File: config.mk
export PLATFORM = sky130hd
export DESIGN_NAME = utf8_double_byte_transcoder
export DESIGN_NICKNAME = d
export VERILOG_FILES = /design/src/rtl/u8t_pkg.sv /design/src/rtl/u8t_front.sv /design/src/rtl/u8t_queue.sv /design/src/rtl/u8t_back.sv /design/src/rtl/utf8_double_byte_transcoder.sv
export SDC_FILE = /design/constraint.sdc
export NUM_CORES = 1
export LEC_CHECK = 0
export ABC_AREA = 1
export BUFFER_PORTS_ARGS = -buffer_cell sky130_fd_sc_hd__buf_4
export CAP_MARGIN = 25
export CORE_UTILIZATION = 50
export CTS_CLUSTER_DIAMETER = 60
export DETAILED_ROUTE_END_ITERATION = 12
export GPL_ROUTABILITY_DRIVEN = 1
export PLACE_DENSITY = 0.67
export SYNTH_ARGS = -nofsm -noshare
export SYNTH_HDL_FRONTEND = slang
export SYNTH_HIERARCHICAL = 1
export SYNTH_SLANG_ARGS = --single-unit
File: constraint.sdc
create_clock -name clk_i -period 5.2 [get_ports clk_i]
set_input_delay 1.04 -clock clk_i [delete_from_list [all_inputs] [get_ports clk_i]]
set_output_delay 1.04 -clock clk_i [all_outputs]
set_load 0.02 [all_outputs]
File: src/rtl/u8t_pkg.sv
// Shared types and constants for the UTF-8 / double-byte transcoder.
// No dependencies.

package u8t_pkg;

  localparam logic DirEncode = 1'b0;  // internal code to UTF-8
  localparam logic DirDecode = 1'b1;  // UTF-8 to internal code

  localparam int unsigned QDepth = 2;  // power of two
  localparam int unsigned QPtrW  = $clog2(QDepth);
  localparam int unsigned QCntW  = $clog2(QDepth + 1);

  localparam int unsigned MaxBytes = 3;

  // one classified input byte: up to three result bytes, lowest index first
  typedef struct packed {
    logic [MaxBytes-1:0][7:0] data;
    logic [1:0]               cnt;
    logic                     str_end;
  } job_t;

endpackage

File: src/rtl/u8t_front.sv
// Front end: takes input beats, tracks partial characters, builds result jobs.
// Depends on u8t_pkg.

module u8t_front (
  input  logic          clk_i,
  input  logic          rst_ni,
  input  logic          cfg_we_i,
  input  logic          cfg_wdata_i,
  input  logic          in_fire_i,
  input  logic [7:0]    in_byte_i,
  output logic          push_o,
  output u8t_pkg::job_t job_o
);

  localparam logic [1:0] PendNone = 2'd0;
  localparam logic [1:0] PendOne  = 2'd1;
  localparam logic [1:0] PendTwo  = 2'd2;

  logic        dir_q;
  logic [1:0]  pend_q, pend_d;
  logic [15:0] part_q, part_d;
  logic [15:0] cp_enc, cp_dec;

  assign cp_enc = {part_q[15:8], in_byte_i};
  assign cp_dec = part_q | {10'd0, in_byte_i[5:0]};

  always_comb begin
    pend_d        = pend_q;
    part_d        = part_q;
    job_o.data    = '0;
    job_o.cnt     = 2'd0;
    job_o.str_end = 1'b0;
    if (in_byte_i == 8'h00) begin
      pend_d        = PendNone;
      part_d        = '0;
      job_o.cnt     = 2'd1;
      job_o.str_end = 1'b1;
    end else if (dir_q == u8t_pkg::DirEncode) begin
      if (pend_q == PendOne) begin
        pend_d = PendNone;
        part_d = '0;
        if (cp_enc <= 16'h007F) begin
          job_o.data[0] = cp_enc[7:0];
          job_o.cnt     = 2'd1;
        end else if (cp_enc <= 16'h07FF) begin
          job_o.data[0] = {3'b110, cp_enc[10:6]};
          job_o.data[1] = {2'b10, cp_enc[5:0]};
          job_o.cnt     = 2'd2;
        end else begin
          job_o.data[0] = {4'b1110, cp_enc[15:12]};
          job_o.data[1] = {2'b10, cp_enc[11:6]};
          job_o.data[2] = {2'b10, cp_enc[5:0]};
          job_o.cnt     = 2'd3;
        end
      end else if (!in_byte_i[7]) begin
        pend_d        = PendNone;
        job_o.data[0] = in_byte_i;
        job_o.cnt     = 2'd1;
      end else begin
        part_d = {1'b0, in_byte_i[6:0], 8'd0};
        pend_d = PendOne;
      end
    end else begin
      if (pend_q == PendTwo) begin
        part_d = part_q | {4'd0, in_byte_i[5:0], 6'd0};
        pend_d = PendOne;
      end else if (pend_q == PendOne) begin
        pend_d = PendNone;
        part_d = '0;
        if (cp_dec < 16'h0080) begin
          job_o.data[0] = cp_dec[7:0];
          job_o.cnt     = 2'd1;
        end else begin
          job_o.data[0] = {1'b1, cp_dec[14:8]};
          job_o.data[1] = cp_dec[7:0];
          job_o.cnt     = 2'd2;
        end
      end else if (!in_byte_i[7]) begin
        pend_d        = PendNone;
        job_o.data[0] = in_byte_i;
        job_o.cnt     = 2'd1;
      end else if (in_byte_i[7:5] == 3'b110) begin
        part_d = {5'd0, in_byte_i[4:0], 6'd0};
        pend_d = PendOne;
      end else begin
        part_d = {in_byte_i[3:0], 12'd0};
        pend_d = PendTwo;
      end
    end
  end

  assign push_o = in_fire_i && (job_o.cnt != 2'd0);

  always_ff @(posedge clk_i or negedge rst_ni) begin
    if (!rst_ni) begin
      dir_q  <= u8t_pkg::DirEncode;
      pend_q <= PendNone;
      part_q <= '0;
    end else if (cfg_we_i) begin
      dir_q  <= cfg_wdata_i;
      pend_q <= PendNone;
      part_q <= '0;
    end else if (in_fire_i) begin
      pend_q <= pend_d;
      part_q <= part_d;
    end
  end

endmodule

File: src/rtl/u8t_queue.sv
// Short job queue between the front and back ends.
// Depends on u8t_pkg.

module u8t_queue (
  input  logic          clk_i,
  input  logic          rst_ni,
  input  logic          push_i,
  input  u8t_pkg::job_t push_job_i,
  input  logic          pop_i,
  output u8t_pkg::job_t pop_job_o,
  output logic          full_o,
  output logic          avail_o
);

  u8t_pkg::job_t                  mem_q [u8t_pkg::QDepth];
  logic [u8t_pkg::QPtrW-1:0]      wr_ptr_q, rd_ptr_q;
  logic [u8t_pkg::QCntW-1:0]      cnt_q;

  assign full_o    = (cnt_q == u8t_pkg::QCntW'(u8t_pkg::QDepth));
  assign avail_o   = (cnt_q != '0);
  assign pop_job_o = mem_q[rd_ptr_q];

  always_ff @(posedge clk_i) begin
    if (push_i) begin
      mem_q[wr_ptr_q] <= push_job_i;
    end
  end

  // pointers wrap naturally, depth is a power of two
  always_ff @(posedge clk_i or negedge rst_ni) begin
    if (!rst_ni) begin
      wr_ptr_q <= '0;
      rd_ptr_q <= '0;
      cnt_q    <= '0;
    end else begin
      if (push_i) begin
        wr_ptr_q <= wr_ptr_q + 1'b1;
      end
      if (pop_i) begin
        rd_ptr_q <= rd_ptr_q + 1'b1;
      end
      if (push_i && !pop_i) begin
        cnt_q <= cnt_q + 1'b1;
      end else if (pop_i && !push_i) begin
        cnt_q <= cnt_q - 1'b1;
      end
    end
  end

endmodule

File: src/rtl/u8t_back.sv
// Back end: plays each job out, one byte per cycle while ready_i is high.
// Depends on u8t_pkg.

module u8t_back (
  input  logic          clk_i,
  input  logic          rst_ni,
  input  logic          avail_i,
  input  u8t_pkg::job_t job_i,
  output logic          pop_o,
  output logic          valid_o,
  input  logic          ready_i,
  output logic [7:0]    byte_o,
  output logic          last_o,
  output logic          end_o
);

  logic          busy_q;
  u8t_pkg::job_t job_q;
  logic [1:0]    idx_q;
  logic          fire;

  assign fire    = busy_q && ready_i;
  assign last_o  = (idx_q == job_q.cnt - 2'd1);
  assign valid_o = busy_q;
  assign byte_o  = job_q.data[idx_q];
  assign end_o   = job_q.str_end;
  assign pop_o   = avail_i && (!busy_q || (fire && last_o));

  always_ff @(posedge clk_i) begin
    if (pop_o) begin
      job_q <= job_i;
    end
  end

  always_ff @(posedge clk_i or negedge rst_ni) begin
    if (!rst_ni) begin
      busy_q <= 1'b0;
      idx_q  <= 2'd0;
    end else if (pop_o) begin
      busy_q <= 1'b1;
      idx_q  <= 2'd0;
    end else if (fire) begin
      if (last_o) begin
        busy_q <= 1'b0;
        idx_q  <= 2'd0;
      end else begin
        idx_q <= idx_q + 2'd1;
      end
    end
  end

endmodule

File: src/rtl/utf8_double_byte_transcoder.sv
// Top level of the UTF-8 / double-byte transcoder.
// Depends on u8t_pkg, u8t_front, u8t_queue, u8t_back.
//
//   group   dir  tdata            tuser        tlast
//   s_axis  in   in_byte[7:0]     -            -
//   m_axis  out  out_byte[7:0]    string_end   run_last
//   cfg     in   direction (wdata, write enable only)
//
// One input beat is taken per cycle while the job queue has room; each is
// classified in the same cycle. The back end sends one byte per cycle while
// m_axis_tready is high, so a character of n result bytes takes n beats:
// three output bytes per two input bytes on sustained 3-byte encoding. Jobs
// pass through the queue and the back end's job register. Reset clears state
// and empties the queue. Either side may stall; the queue decouples them.

module utf8_double_byte_transcoder (
  input  logic       clk_i,
  input  logic       rst_ni,
  input  logic       cfg_we_i,
  input  logic       cfg_wdata_i,
  input  logic       s_axis_tvalid,
  output logic       s_axis_tready,
  input  logic [7:0] s_axis_tdata,   // [7:0] in_byte
  output logic       m_axis_tvalid,
  input  logic       m_axis_tready,
  output logic [7:0] m_axis_tdata,   // [7:0] out_byte
  output logic       m_axis_tlast,
  output logic       m_axis_tuser    // [0] string_end
);

  u8t_pkg::job_t push_job, pop_job;
  logic          push, pop, full, avail, in_fire;

  assign s_axis_tready = !full;
  assign in_fire       = s_axis_tvalid && !full;

  u8t_front u_front (
    .clk_i       (clk_i),
    .rst_ni      (rst_ni),
    .cfg_we_i    (cfg_we_i),
    .cfg_wdata_i (cfg_wdata_i),
    .in_fire_i   (in_fire),
    .in_byte_i   (s_axis_tdata),
    .push_o      (push),
    .job_o       (push_job)
  );

  u8t_queue u_queue (
    .clk_i      (clk_i),
    .rst_ni     (rst_ni),
    .push_i     (push),
    .push_job_i (push_job),
    .pop_i      (pop),
    .pop_job_o  (pop_job),
    .full_o     (full),
    .avail_o    (avail)
  );

  u8t_back u_back (
    .clk_i   (clk_i),
    .rst_ni  (rst_ni),
    .avail_i (avail),
    .job_i   (pop_job),
    .pop_o   (pop),
    .valid_o (m_axis_tvalid),
    .ready_i (m_axis_tready),
    .byte_o  (m_axis_tdata),
    .last_o  (m_axis_tlast),
    .end_o   (m_axis_tuser)
  );

endmodule

---- Word level (Yosys, flattened, before mapping) ----
Memory sizes are Yosys's and may differ from the RTL's. A register that Yosys moved wholly into a read port is not among the register bits.
Cells that the tools add are included.
word-level totals
  register bits ........................... 26
  bits in latches ......................... 0
  RAM bits ................................ 54
  ROM bits ................................ 0
  input bits .............................. 14
  output and inout port bits .............. 12
  word-level logic and storage cells ...... 98
  memories ................................ 1
memory list
  memory         words  bits a word  rd ports  clocked after memory_dff  write ports  RTL line         RTL
  u_queue.mem_q  2      27           1         1                         1            u8t_queue.sv:15  u8t_pkg::job_t mem_q [u8t_pkg::QDepth];
cells by class
  $add $sub $neg .......................... 6
  multipliers ............................. 0
  div/mod/pow operators ................... 0
  $lt $le $gt $ge ......................... 4
  equality and inequality tests ........... 5
  shifts and indexed selects .............. 0
  mux-type cells .......................... 49
  bitwise operators ....................... 2
  reduce and logical (&&, ||, !) cells .... 23
operator list
  operator                                                                       count
  16-bit 2-to-1 mux                                                              13
  10-bit 2-to-1 mux                                                              4
  8-bit 2-to-1 mux                                                               5
  18-bit 2-to-1 mux                                                              2
  2-bit 2-to-1 mux                                                               15
  24-bit 2-to-1 mux                                                              1
  8-bit binary-select mux with 2-bit select                                      1
  16-bit by 11-bit <= comparator with 1-bit output, second input constant        1
  16-bit by 7-bit <= comparator with 1-bit output, second input constant         1
  16-bit by 8-bit less-than comparator with 1-bit output, second input constant  1
  16-bit by 12-bit OR with 16-bit output                                         1
  16-bit by 6-bit OR with 16-bit output                                          1
  2-bit nonzero test                                                             6
  5-bit nonzero test                                                             2
  9-bit 2-to-1 mux                                                               1
  8-bit logical NOT                                                              1
  1-bit logical AND                                                              7
  1-bit 2-to-1 mux                                                               7
  2-bit by 1-bit adder with 2-bit output, second input constant                  2
  2-bit == test, second input constant                                           2
  1-bit logical NOT                                                              4
  2-bit by 1-bit subtractor with 2-bit output, second input constant             2
  3-bit == test, second input constant                                           1
  2-bit by 3-bit less-than comparator with 1-bit output, second input constant   1
  6 further kinds                                                                7

---- Longest topological paths before layout ----
Gate-level depths: netlist (run 1).
  depth after elaboration ................. 13
  mapped depth ............................ 15

---- By module ----
Netlist (run 1), hierarchy kept.
modules (own cells, without submodules)
  module                       times used  cells each  area an instance (um2)
  u8t_queue                    1           109         2,254.7
  u8t_front                    1           299         1,632.8
  u8t_back                     1           100         1,233.7
  utf8_double_byte_transcoder  1           3           13.8

---- Worst setup path before layout (run 1) ----
OpenSTA, ideal clock, no wires.
  path kind ............................... input -> register
  start point ............................. input port s_axis_tdata[5]
  end point ............................... memory u_queue/mem_q[0][0] in the netlist's numbering, enable pin
  arrival ................................. 3.291 ns
  path slack .............................. 1.498 ns
  stages on the path ...................... 10
  buffers on the path ..................... 0
  path through ............................ clkinv_1 > nand4_2 > nor2_4 > inv_2 > nand2_1 > nand2_1 > nand2_1 > a21oi_1 > inv_1 > nor2_1
between the ends
  word-level cells in the longest chain between the ends .. 11
RTL lines
  item                                                    RTL line                           RTL
  from (decl)                                             utf8_double_byte_transcoder.sv:23  input logic [7:0] s_axis_tdata,
  16-bit by 6-bit OR with 16-bit output                   u8t_front.sv:25                    assign cp_dec = part_q | {10'd0, in_byte_i[5:0]};
  16-bit by 8-bit less-than comparator with 1-bit output  u8t_front.sv:70                    if (cp_dec < 16'h0080) begin
  10-bit 2-to-1 mux                                       u8t_front.sv:70
  10-bit 2-to-1 mux                                       u8t_front.sv:67                    end else if (pend_q == PendOne) begin
  18-bit 2-to-1 mux                                       u8t_front.sv:64                    if (pend_q == PendTwo) begin
  18-bit 2-to-1 mux                                       u8t_front.sv:38                    end else if (dir_q == u8t_pkg::DirEncode) begin
  2-bit 2-to-1 mux *                                      u8t_front.sv:33                    if (in_byte_i == 8'h00) begin
  2-bit nonzero test *                                    u8t_front.sv:92                    assign push_o = in_fire_i && (job_o.cnt != 2'd0);
  1-bit logical AND *                                     u8t_front.sv:92
  named net push                                          utf8_double_byte_transcoder.sv:32  logic push, pop, full, avail, in_fire;
  1-bit 2-to-1 mux *                                      u8t_queue.sv:24                    if (push_i) begin
  1-bit 2-to-1 mux (implied by the code) *                u8t_queue.sv:25                    mem_q[wr_ptr_q] <= push_job_i;
  to (decl)                                               u8t_queue.sv:15
Mark *: on every way through the listed nets, which the timed path passes. The rest lies on a longest branch.

---- Final worst setup path (run 1) ----
  start point ............................. input port s_axis_tdata[5]
  end point ............................... memory u_queue/mem_q[0][6] in the netlist's numbering, enable pin
The elaborated chain is that of the path after synthesis.

==> results of run 1 <==
Yosys cell counts, types with 3 or more instances:
cell	number
mux2_4	19
inv_2	8
edfxtp_1	81
nor2_1	45
mux2_2	8
nand3_1	31
o21ai_0	55
nand2_4	3
dfrtp_1	20
clkbuf_1	5
buf_4	3
nor2_4	6
a21oi_1	12
nor3_1	3
nand2_2	8
inv_1	50
o21ai_1	3
nand2_1	111
nand4_1	12
buf_2	3
nor2_2	6
power by group through the flow:
stage	sequential (mW)	combinational [mW]	clock [mW]
CTS	1.28	1.06	0.521
global placement	1.29	1.05	0
detailed placement	1.30	1.06	0
finish	1.28	1.07	0.511
floorplan	1.25	0.822	0
global route	1.30	1.19	0.555
metrics by stage:
stage          instance area, um^2  power [mW]  instances  hold slack, ns
6_report                      5640        2.86        675           0.476
5_1_grt                       5640        3.04        675           0.535
4_1_cts                       5610        2.86        674           0.483
3_5_place_dp                  5410        2.36        658           0.461
3_3_place_gp                  5410        2.34        658           0.455
2_1_floorplan                 5130        2.08        511           0.442
flip-flops by register name (all words and copies together), names as in the netlist:
register          flops
u_back/job_q         26
u_back/valid_o        1
u_back/end_o          1
u_queue/mem_q        54
u_front/dir_q         1
u_queue/rd_ptr_q      1
u_front/part_q       10
u_queue/cnt_q         2
u_queue/wr_ptr_q      1
u_front/pend_q        2
u_back/idx_q          2
metal layers:
layer / up-vias / global-route usage [%] / share of wire (%)
met4: 0 / 11.7 / 3.8
met5: - / 0 / 0
met1: 1716 / 27.1 / 43
met3: 28 / 4.97 / 4.5
li1: 1783 / - / -
met2: 117 / 38.7 / 49
path summary, 6_finish.rpt:
check	from	endpoint	slack, ns
max in group asynchronous	rst_ni	u_front/part_q[8]	4.44
worst max register to register	u_front/dir_q	u_queue/mem_q[0][6]	2.03
worst min register to register	u_queue/cnt_q[1]	u_queue/cnt_q[1]	0.48
worst min-delay path	u_queue/cnt_q[1]	u_queue/cnt_q[1]	0.48
worst max-delay path	s_axis_tdata[5]	u_queue/mem_q[0][6]	1.81
min in group asynchronous	rst_ni	u_queue/wr_ptr_q	0.54
critical path: cells and delay by family:
family / cells / cell delay [ns]
AND/OR/NAND/NOR: 6 / 1.16
AO/OA/AOI/OAI: 1 / 0.33
buffers and inverters: 5 / 0.88
logic make-up after synthesis:
| family | Yosys count |
|---|---|
| other cells | 1 |
| xor+xnor | 3 |
| flops | 101 |
| fa+ha+maj | 1 |
| compound gates | 78 |
| simple gates | 227 |
| buf+inv | 73 |
| mux | 27 |
cell type report:
type                            count  area [um^2]  share of cell area, %
Sequential cell                   101         2930                   52.0
Multi-Input combinational cell    337         1880                   33.3
Timing Repair Buffer               29          238                   4.21
Inverter                           59          221                   3.93
Tap cell                          133          166                   2.95
Clock buffer                        9          124                   2.20
Clock inverter                      7         82.6                   1.46
==> results.cfg, run 1 <==
[placed_design]
pre_cts_slack_ns = 1.42
hpwl_mm = 8.32
gp_congestion = 1.01
numPortBuffers = 25

[power_and_ir_drop]
pwr-share-seq_pct = 44.6
p_leak_nw = 2.41
internal-power_mw = 1.81
comb_power_share_pct = 37.5
clkPwrFrac_pct = 17.9
ir_drop_mv = 0.243
p_sw_mw = 1.05
power.density_nw_per_um2 = 506
swShare_pct = 36.7

[final_layout]
final_util_pct = 57.2
drive_above_1_share_pct = 20.1
final_common_cell = nand2_1
nFillCells = 865
antenna_cells = 0
area_delta_synth_final_pct = 9.84
mostFrequentLayoutCells = nand2_1 (111), edfxtp_1 (81), o21ai_0 (55)
nets = 552

[hold_path]
min_delay_path_depth = 2
hold_class = flop to flop

[clocking]
clk_latency_ns = 0.37
cts_root_buf = clkbuf_8
numCtsBuffers = 9
clockBufferDepth = 2
hold_buffers = 0
cts_tree = yes
post_cts_buffers = 0
cts_sinks = 101
cts_resized = 0
h-tree-depth = 3
clk_pin_slew_ns = 0.09

[synth]
synthDistinctLibCells = 35
synth_area_leaders = edfxtp_1 (47%), dfrtp_1 (9.7%), nand2_1 (8.1%), mux2_4 (5.6%), o21ai_0 (5.4%)
synth_top_cell_by_area = edfxtp_1
synth_top_family_by_area = simple AND/OR/NAND/NOR gates
yosys.area_share.adder_pct = 0.244
netlist_instances = 511
avgSynthCellArea_um2 = 10.0
synth_nets = 526
yosysSeqAreaShare_pct = 57.1
synthFlopType = edfxtp_1
synth-simple-area-share_pct = 20.3
synth_edf_count = 81
syn_area_um2 = 5130
synth_mux_area_share_pct = 7.31
ys_seq_elements = 101
synth_compound_gate_area_share_pct = 8.04
yosysWarnings = 6
synthArstFlopShare_pct = 19.8
synth_top_area_share_pct = 47.4
synthXorXnorAreaFrac_pct = 0.512

[timing]
tightestPinTransition_ns = 0.664
worst_slack_ns = 1.81
slew_violations = 0
final-setup-viol-count = 0
finalHoldViolations = 0
period_share_pct = 65.2
rsz0062_at_grt = no
clock.fmax_ghz = 0.295
skew_ns = 0.0143
slew_headroom_pct = 55.7
fin_setup_tns_ns = 0
min_period_ns = 3.39

[critical_path]
arrival_ns = 3.45
worst_path_max_delay_cell = nor2_2
critPathRequiredTime_ns = 5.26
start_kind = input pin
slowest_delay_ns = 0.47
path_class = input pin to flop
path_max_fanout = 16
crit_top_cell = nand2_1
crit_chain = buf_4 > clkinv_1 > nand4_2 > nor2_4 > inv_2 > nand2_1 > nand2_1 > nand2_1 > a21oi_1 > inv_1 > nor2_2 > buf_4
worst_r2r_path_depth = 8
worst_setup_path_end_kind = flop

[die]
ios = 26
fp.dieH_um = 103
num_rows = 36
fp.dieW_um = 103
initial_utilization_pct = 52.1
die_area_um2 = 10700
core_area_um2 = 9860

[drt]
viasPerCell = 5.40
drc = 0
wire_per_inst_um = 16.7
vias = 3644
totalWireLength_mm = 11.3
ant_nets = 0
drt_iter0_markers = 220
drt-pass1-iter-count = 5

[global_route]
grt_use_total_pct = 22.7
grt_pass1_wl_mm = 17.5
grt_max_degree = 36
antenna_found_initial = 0
grt.overflow.total = 0
grt_pass1_vias = 3440

[job]
drv_cap = 0

[outcome]
status = finished, final reports clean
No activity file was read; power rests on OpenSTA's default activity.
==> run 2, diff against run 1 <==
==> constraint.sdc (replaced) <==
create_clock -name clk_i -period 3.5 [get_ports clk_i]
set_input_delay 0.7 -clock clk_i [delete_from_list [all_inputs] [get_ports clk_i]]
set_output_delay 0.7 -clock clk_i [all_outputs]
set_load 0.02 [all_outputs]
==> run 2 against run 1 <==
Net effect:
- clock-buffer cell count unchanged
- design area up 0.18%
- worst setup slack got worse by 1.0 ns
- sequential share of layout area shrank 0.092 points
- hold slack got worse by 0.27 ns
- final cell count rose by 0.59%
- clock skew rose by 0.0017 ns
- sequential cell count stayed put
- wire length shrank 3.1%
- critical path depth shrank 2
- sequential power increased by 48%
- non-clock buffer count is 4 higher
- largest power group unchanged
==> results.cfg, run 2 (same netlist as run 1, synthesis figures left out) <==
[outcome]
status = finished, final reports clean

[final_layout]
final_common_cell = nand2_1
nets = 556
final_cells = 679
final_util_pct = 57.3
area_delta_synth_final_pct = 10.0
antenna_cells = 0
top_register = u_queue/mem_q
drive_above_1_share_pct = 20.7
nFillCells = 864
mostFrequentLayoutCells = nand2_1 (111), edfxtp_1 (81), o21ai_0 (55)
largest_reg_flops = 54
top_regs = u_queue/mem_q: 54 flops, u_back/job_q: 26 flops, u_front/part_q: 10 flops

[critical_path]
path_class = flop to flop
r2r-start = u_front/pend_q[1]
r2r_slack_ns = 0.79
arrival_ns = 2.72
critPathRequiredTime_ns = 3.52
worst_r2r_path_depth = 10
r2r_end = u_queue/mem_q[0][7]
worst_setup_path_end_kind = flop
start_kind = flop
path_max_fanout = 27

[die]
initial_utilization_pct = 52.1
die_area_um2 = 10700
fp.dieW_um = 103
core_area_um2 = 9860
ios = 26
num_rows = 36
fp.dieH_um = 103

[power_and_ir_drop]
ir_drop_mv = 0.341
p_leak_nw = 2.42
power.density_nw_per_um2 = 744

[timing]
hold_ws_ns = 0.202
tightestPinTransition_ns = 0.562
min_period_ns = 2.71
skew_ns = 0.0160
clock.fmax_ghz = 0.370
final-setup-viol-count = 0
rsz0062_at_grt = no
slew_violations = 0
slew_headroom_pct = 62.5
fin_setup_tns_ns = 0
period_share_pct = 77.3
finalHoldViolations = 0

[global_route]
grt_max_degree = 29
grt.overflow.total = 0
grt_pass1_vias = 3448
grt_pass1_wl_mm = 17.3
antenna_found_initial = 0
grt_use_total_pct = 22.2

[drt]
met3WireLength_um = 585
met1_length_mm = 4.63
vias = 3613
ant_nets = 0
drt-pass1-iter-count = 5
drc = 0
viasPerCell = 5.32
drt_iter0_markers = 154
topRoutingLayerUsed = met4
totalWireLength_mm = 11.0
wire_per_inst_um = 16.1
routed-wl-met2_mm = 5.29

[clocking]
h-tree-depth = 3
hold_buffers = 0
post_cts_buffers = 0
cts_root_buf = clkbuf_8
clk_latency_ns = 0.36
cts_resized = 0
clk_pin_slew_ns = 0.10
cts_sinks = 101
cts_tree = yes
clockBufferDepth = 2
numCtsBuffers = 9

[job]
drv_cap = 0

[placed_design]
gp_congestion = 0.967
place_inst = 663
hpwl_mm = 8.12
numPortBuffers = 25

[hold_path]
hold_class = input pin to asynchronous set/reset pin
-- run 2: stage by stage --
stage	power [mW]	worst slack [ns]	cell area [um^2]
after global routing	4.49	0.568	5650
after detailed placement	3.50	0.529	5440
after global placement	3.47	0.599	5440
final	4.21	0.794	5650
after CTS	4.25	0.794	5650
after floorplan	3.08	0.138	5130
-- run 2: area by class of cell --
cell class,instances,area [um^2],share of cell area (%)
Tap cell,133,166,2.95
Clock inverter,7,82.6,1.46
Multi-Input combinational cell,337,1880,33.2
Inverter,59,221,3.92
Sequential cell,101,2930,51.9
Timing Repair Buffer,33,248,4.38
Clock buffer,9,124,2.19
-- run 2: critical path: stages (launching register included) --
cell and delay (ns):
dfrtp_1 0.41, inv_2 0.09, nand2_1 0.33, nor2_1 0.25
nand2_1 0.12, nand2_1 0.16, nand2_1 0.13, a21oi_1 0.35
inv_1 0.09, nor2_2 0.09, buf_4 0.34
-- run 2: power by group --
part           switching [mW]  total [mW]  internal, mW
Sequential              0.169        1.90          1.73
Clock                   0.401       0.743         0.342
Combinational           0.956        1.57         0.611
-- run 2: metal layers --
layer	vias to the layer above	track usage, %
met2	142	37.1
met3	31	3.23
met1	1651	28.0
li1	1789	-
met4	0	11.7
met5	-	0
-- run 2: how the worst max path moves through the flow --
stage / from / end / slack (ns)
after floorplan: s_axis_tdata[5] / u_queue/mem_q[0][0] / 0.14
after global placement: s_axis_tdata[0] / u_queue/mem_q[0][5] / 0.60
after detailed placement: s_axis_tdata[0] / u_queue/mem_q[0][25] / 0.53
after CTS: u_front/part_q[12] / u_queue/mem_q[0][7] / 0.79
after global routing: u_front/part_q[12] / u_queue/mem_q[0][7] / 0.57
final: u_front/pend_q[1] / u_queue/mem_q[0][7] / 0.79
